**config.mk**
```make
export PLATFORM = sky130hd
export DESIGN_NAME = bba_bitmap_mem
export DESIGN_NICKNAME = d
export VERILOG_FILES = /design/src/rtl/core/bba_pkg.sv /design/src/rtl/core/bba_bitmap_mem.sv
export SDC_FILE = /design/constraint.sdc
export NUM_CORES = 2
export LEC_CHECK = 0
export ABC_AREA = 1
export BUFFER_PORTS_ARGS = -buffer_cell sky130_fd_sc_hd__buf_2
export CAP_MARGIN = 0
export CORE_AREA = 2 2 581 727
export CTS_CLUSTER_SIZE = 8
export DETAILED_ROUTE_END_ITERATION = 7
export DIE_AREA = 0 0 583 729
export PLACE_DENSITY = 0.59
export SLEW_MARGIN = 20
export SYNTH_ARGS = -nofsm -noshare
export SYNTH_HDL_FRONTEND = slang
export SYNTH_SLANG_ARGS = --single-unit
```
**constraint.sdc**
```tcl
create_clock -name clk -period 1.15 [get_ports clk]
set_clock_uncertainty 0.1 [all_clocks]
set_input_delay 0.115 -clock clk [delete_from_list [all_inputs] [get_ports clk]]
set_output_delay 0.115 -clock clk [all_outputs]
set_load 0.02 [all_outputs]
```
**src/rtl/core/bba_pkg.sv**
```systemverilog
`timescale 1ns / 1ps
// Shared constants, codes and interface structs of the bitmap block allocator.
// No dependencies; imported by every module of the block.
package bba_pkg;

	localparam int MAX_BLOCKS  = 4096;
	localparam int WORD_BITS   = 32;
	localparam int NUM_WORDS   = (MAX_BLOCKS + WORD_BITS - 1) / WORD_BITS;
	localparam int BIT_W       = $clog2(WORD_BITS);
	localparam int WADDR_W     = $clog2(NUM_WORDS);
	localparam int NW_W        = WADDR_W + 1;
	localparam int CNT_W       = 13;
	localparam int BLK_W       = 12;
	localparam int CMD_W       = 2;
	localparam int IN_TDATA_W  = 32;
	localparam int OUT_TDATA_W = 32;

	typedef enum logic [CMD_W-1:0] {
		CMD_ALLOC = 2'd0,
		CMD_FREE  = 2'd1,
		CMD_MARK  = 2'd2
	} cmd_t;

	typedef enum logic [1:0] {
		ST_IDLE,
		ST_SCAN,
		ST_UPDATE,
		ST_FINISH
	} state_t;

	// bitmap memory access, one read and one write per cycle
	typedef struct packed {
		logic                 rd_en;
		logic [WADDR_W-1:0]   rd_addr;
		logic                 wr_en;
		logic [WADDR_W-1:0]   wr_addr;
		logic [WORD_BITS-1:0] wr_data;
	} mem_req_t;

	// per-word job for the shared word unit
	typedef struct packed {
		logic [WADDR_W-1:0] word_idx;
		logic [CNT_W-1:0]   lo;
		logic [CNT_W-1:0]   hi;
		logic [CNT_W-1:0]   lim;
		logic [CNT_W-1:0]   count;
		logic [CNT_W-1:0]   carry;
		logic               clear_mode;
	} wu_ctrl_t;

	typedef struct packed {
		logic                 found;
		logic [BIT_W-1:0]     hit_pos;
		logic [CNT_W-1:0]     carry_out;
		logic [WORD_BITS-1:0] new_word;
		logic [BIT_W:0]       free_bits;
	} wu_res_t;

endpackage

```
**src/rtl/core/bba_bitmap_mem.sv**
```systemverilog
`timescale 1ns / 1ps
// Usage bitmap storage: one word per row, registered read, per-row valid bits.
// Depends on bba_pkg. A row never written reads as all ones (all used).
module bba_bitmap_mem import bba_pkg::*; (
	input  logic                 clk,
	input  logic                 arst_n,
	input  mem_req_t             req,
	output logic [WORD_BITS-1:0] rd_data
);

	logic [WORD_BITS-1:0] mem_q [NUM_WORDS];
	logic [NUM_WORDS-1:0] vld_q;
	logic [WORD_BITS-1:0] raw_q;
	logic                 row_vld_q;

	always_ff @(posedge clk) begin
		if (req.wr_en) begin
			mem_q[req.wr_addr] <= req.wr_data;
		end
		if (req.rd_en) begin
			raw_q     <= mem_q[req.rd_addr];
			row_vld_q <= vld_q[req.rd_addr];
		end
	end

	always_ff @(posedge clk or negedge arst_n) begin
		if (!arst_n) begin
			vld_q <= '0;
		end else if (req.wr_en) begin
			vld_q[req.wr_addr] <= 1'b1;
		end
	end

	assign rd_data = row_vld_q ? raw_q : '1;

endmodule

```
==> Yosys cells after proc, flatten, opt, wreduce, memory -nomap -nowiden <==
Memories as Yosys holds them, arrays and structs flattened. A register that Yosys moved wholly into a read port is not among the register bits.
Cells that the tools add are included.
Widths: inputs -> output; s select.
{ "word_totals": {"ff_bits": 129, "wordCells": 15, "out_inout_bits": 32, "mem_bits_rw": 4096, "inputBits": 50, "n_memories": 1} }
{ "memory_table": {"columns": ["name", "words", "word_bits", "read_ports", "rd_clocked_by_memory_dff", "write_ports", "line", "text"], "rows": [
  ["mem_q", 128, 32, 1, 1, 1, "bba_bitmap_mem.sv:11", "logic [WORD_BITS-1:0] mem_q [NUM_WORDS];"]
]} }
{ "op_classes": {"order_cmp": 3, "bitwise_logic": 1, "n_reduce_logical": 1, "mux": 7} }
{ "ops": {"columns": ["operator", "count"], "rows": [
  ["$or 128x128->128", 1],
  ["$mux 32", 1],
  ["$lt 7x8->1 const B", 2],
  ["$bmux 1 s7", 1],
  ["$demux 1 s7", 1],
  ["$ge 7x1->1 const B", 1],
  ["$mux 1", 4],
  ["$logic_and 1x1->1", 1]
]} }

==> Depth between registers and ports, before layout <==
{ "logic_depth": {"depth_word": 5, "depth_mapped": 13, "ltp_nobuf": 9} }

==> Least setup slack after synthesis <==
Ideal clock, no wire load.
{ "synth_path": {"kind": "input-to-reg", "startpoint": "input req[39] in the netlist's numbering", "endpoint": "memory mem_q[104][0], enable pin", "slack_ps": -1482, "path_stages": 4, "required_time_ps": 628, "n_path_buf": 2, "arrival_ps": 2110, "setup_ps": 422, "path_cell_list": "clkbuf_1 nand2_1 clkbuf_1 nor2_1"} }
{ "synth_via": {"elab_chain_len": 2} }
{ "synth_lines": {"columns": ["element", "line", "text"], "rows": [
  ["start, declared", "bba_bitmap_mem.sv:7", "input mem_req_t req,"],
  ["$mux 1", "bba_bitmap_mem.sv:17", "if (req.wr_en) begin"],
  ["$mux 1 (implied by the code)", "bba_bitmap_mem.sv:18", "mem_q[req.wr_addr] <= req.wr_data;"],
  ["end, declared", "bba_bitmap_mem.sv:11", null]
]} }
No other way between the ends.

==> Worst setup path in the final report <==
{ "layout_path": {"startpoint": "register raw_q[5], read port of mem_q", "endpoint": "output rd_data[5]"} }
{ "layout_via": {"elab_chain_len": 1} }
{ "layout_lines": {"columns": ["element", "line", "text"], "rows": [
  ["start, declared", "bba_bitmap_mem.sv:13", "logic [WORD_BITS-1:0] raw_q;"],
  ["$mux 32", "bba_bitmap_mem.sv:34", "assign rd_data = row_vld_q ? raw_q : '1;"],
  ["end, declared", "bba_bitmap_mem.sv:8", "output logic [WORD_BITS-1:0] rd_data"]
]} }
No other way between the ends.

==> impl_results.md <==
- GP Congestion: 0.888
- Count of cell types in the netlist: 20
- Drt via density: 5.66
- Crit Path Category: reg2out
- WP data arrival: 2.27 ns
- Core Util, Final: 51.8%
- Clock Latency Late Sink: 1.11 ns
- Worst r2r dst: raw_q[29]
- Worst Tran Pin Value: 0.889 ns
- DRC Markers: 0
- Crit path time final: 2.49 ns
- Final WS setup: -1.34 ns
- Worst Path Buf+Inv: 2
- IO Count: 82
- Global Route met2 Usage: 43.1%
- Pin count of the biggest net entering global routing: 70
- Gr usage total: 26.6%
- Routed Antenna Nets: 0
- CTS Sinks: 4257
- Dpl hpwl: 365000 µm
- Die Area: 0.425 mm²
- Cell Area, Synth: 0.171 mm²
- Tightest Hold Check Type: in2reg
- Syn_area_per_cell: 12.2 µm²
- Area of the multi-input gates: 0.0459 mm²
- Clk slew on worst S/H paths: 0.05 ns
- Gate Count Post-Synth: 13997
- Most frequent cells in the layout: 4232 x nand2_1, 4129 x edfxtp_1, 3320 x nand3_1
- Max-cap viol count: 0
- Pre-CTS setup slack: -1.97 ns
- Yosys warns: 0
- Max-slew headroom: 40.7%
- Syn Nets: 14047
- Slowest CP cell: edfxtp_1
- Startpoint types: flop
- Register area share after synthesis: 74.4%
- Final Hold Vio Count: 1751
- Layout cells sized above 1: 21.7%
- R2r setup slk: -0.65 ns
- Critical Path RT: 0.94 ns
- Worst hold start: req[35]
- Post-DP Area: 0.192 mm²
- Worst Setup End Kind: primary output
- Setup repair after global routing missed its margin: true
- Status: complete, but fails checks
- Commonest non-fill, non-tap cell in the layout: nand2_1
- WL/cell: 27.4 µm
- IO buf count: 81
- Cell Pwr Density: 1680 mW/mm²
- Gr busiest metal: met2
- Cts bufs inserted: 602
- Overall die width: 583 µm
- Crit path max fanout: 2
- Register area: 0.127 mm²
- Rows: 266
- Die Ht: 729 µm
- M3 GR Usage: 4.22%
- Fin area: 0.217 mm²
- Initial drt markers: 14151
- Maximum clock rate: 402 MHz
- Max IR drop VDD: 1.69 mV
- Core area: 0.419 mm²
- Hold_ws: -0.339 ns
- Leak: 78.3 nW
- Cells along the critical path: inv_1 -> nand2_1 -> buf_6
- Initial antenna violation count: 30
- Crit path largest cell delay: 0.85 ns
- Vias in the first global route: 115473
- Depth of the worst hold-timing path: 6
- Failing checks: hold timing, setup timing
- Final Setup Violations: 466
- Drt first pass iters: 6
- Grt total ovfl: 0
- Area grow syn2layout: 27.0%
- Reg2Reg Depth: 10
- First-pass GRT wire length: 822000 µm
- Vias post-DR: 119060
- Seq cells post-synth: 4257
- Nets: 15313
- Clk buf depth: 4
- R2r startpoint: mem_q[36][29]
- M1 GR Usage: 34.3%
- Largest delay contributor family on the critical path: flip-flops
- TritonCTS clock tree: built
- CTS root buf: clkbuf_16
- H-tree Lvls: 6
- Min-Delay Endpoint: vld_q[116]
- Fin crit share: 216%
- Initial core utilization: 40.8%
- Final slew viol count: 0
- Fillers: 34775
- WL final: 577000 µm
## worst max path at each step
stage | cells past startpoint | endpoint | from | slack [ns]
after floorplan | 4 | mem_q[108][0] | req[33] | -1.06
after global placement | 12 | raw_q[8] | req[41] | -2.00
after detailed placement | 12 | raw_q[8] | req[41] | -1.97
after CTS | 3 | rd_data[5] | raw_q[5] | -1.44
after global routing | 3 | rd_data[5] | raw_q[5] | -1.37
final | 3 | rd_data[5] | raw_q[5] | -1.34
## synth_stat cells
cell	count	area, µm²
buf_2	401	2010
buf_8	1	15.0
nand3_1	4159	20800
a21oi_1	2	10.0
inv_4	1	6.26
buf_1	78	293
inv_1	54	203
nand2_1	4308	16200
buf_6	49	552
or2_2	126	788
inv_2	2	7.51
edfxtp_1	4129	124000
buf_4	202	1520
o21ai_0	4	20.0
dfrtp_1	128	3200
buf_12	1	20.0
nor2_1	134	503
clkinv_1	1	3.75
nor3_1	8	40.0
clkbuf_1	209	785
## per-layer routing
| metal | part of all wire, % | wire (µm) | vias to the layer above |
|---|---|---|---|
| met5 | 0.010 | 59 | - |
| met4 | 6.3 | 36100 | 10 |
| met3 | 8.4 | 48500 | 1154 |
| met2 | 47 | 274000 | 5757 |
| met1 | 38 | 219000 | 59664 |
| li1 | - | - | 52475 |
## cells by family (layout without fill, tap and decap cells)
logic type / Yosys count / after routing / synth area share (%)
buffers and inverters: 999 / 2538 / 3.16
AND/OR/NAND/NOR: 8735 / 8735 / 22.4
AO/OA/AOI/OAI: 6 / 6 / 0.0176
other: 0 / 13 / 0
flip-flops: 4257 / 4257 / 74.4
## timing repair
action | in CTS | in global routing
gates resized for setup | 978 | 403
setup endpoints to repair | 65 | 4392
buffers inserted | 9 | 3
gates cloned | 4 | 0
hold buffers | 93 | 18
pin swaps | 436 | 356
hold endpoints to repair | 7881 | 1897
## flip-flops by register name, summed over array words and instances (netlist names)
signal,flops
mem_q,4096
vld_q,128
raw_q,32
row_vld_q,1
## power by group
group	internal, mW	switching [mW]
clock network	96.4	66.3
logic	10.1	20.1
registers	172	0.719
total	278	87.1
## stage by stage
stage               std cells  setup TNS (ns)  power, mW
floorplan               13997        -3648.18        187
global placement        20099        -2930.78        201
detailed placement      20099        -2959.77        202
CTS                     21039         -168.79        366
global route            21036          -81.48        374
finish                  21043          -76.51        365
## area by class of cell
type / count / share of cell area, %
flip-flops and latches: 4257 / 58.6
multi-input cells: 8741 / 21.1
repair buffers: 1603 / 9.11
clock buffers: 822 / 7.37
well taps: 5494 / 3.17
clock inverters: 55 / 0.503
inverters: 58 / 0.127
diodes: 13 / 0.0150
## worst reg2reg max path: stages, from the launching register on
cell and delay (ns):
edfxtp_1 0.37, nand2_1 0.10, nand3_2 0.09, nand3_2 0.12
nand3_4 0.10, nand3_2 0.10, buf_12 0.12, nand3_2 0.06
buf_6 0.15, nand3_4 0.14, nand2_2 0.07
(Power assumes the default switching activity.)
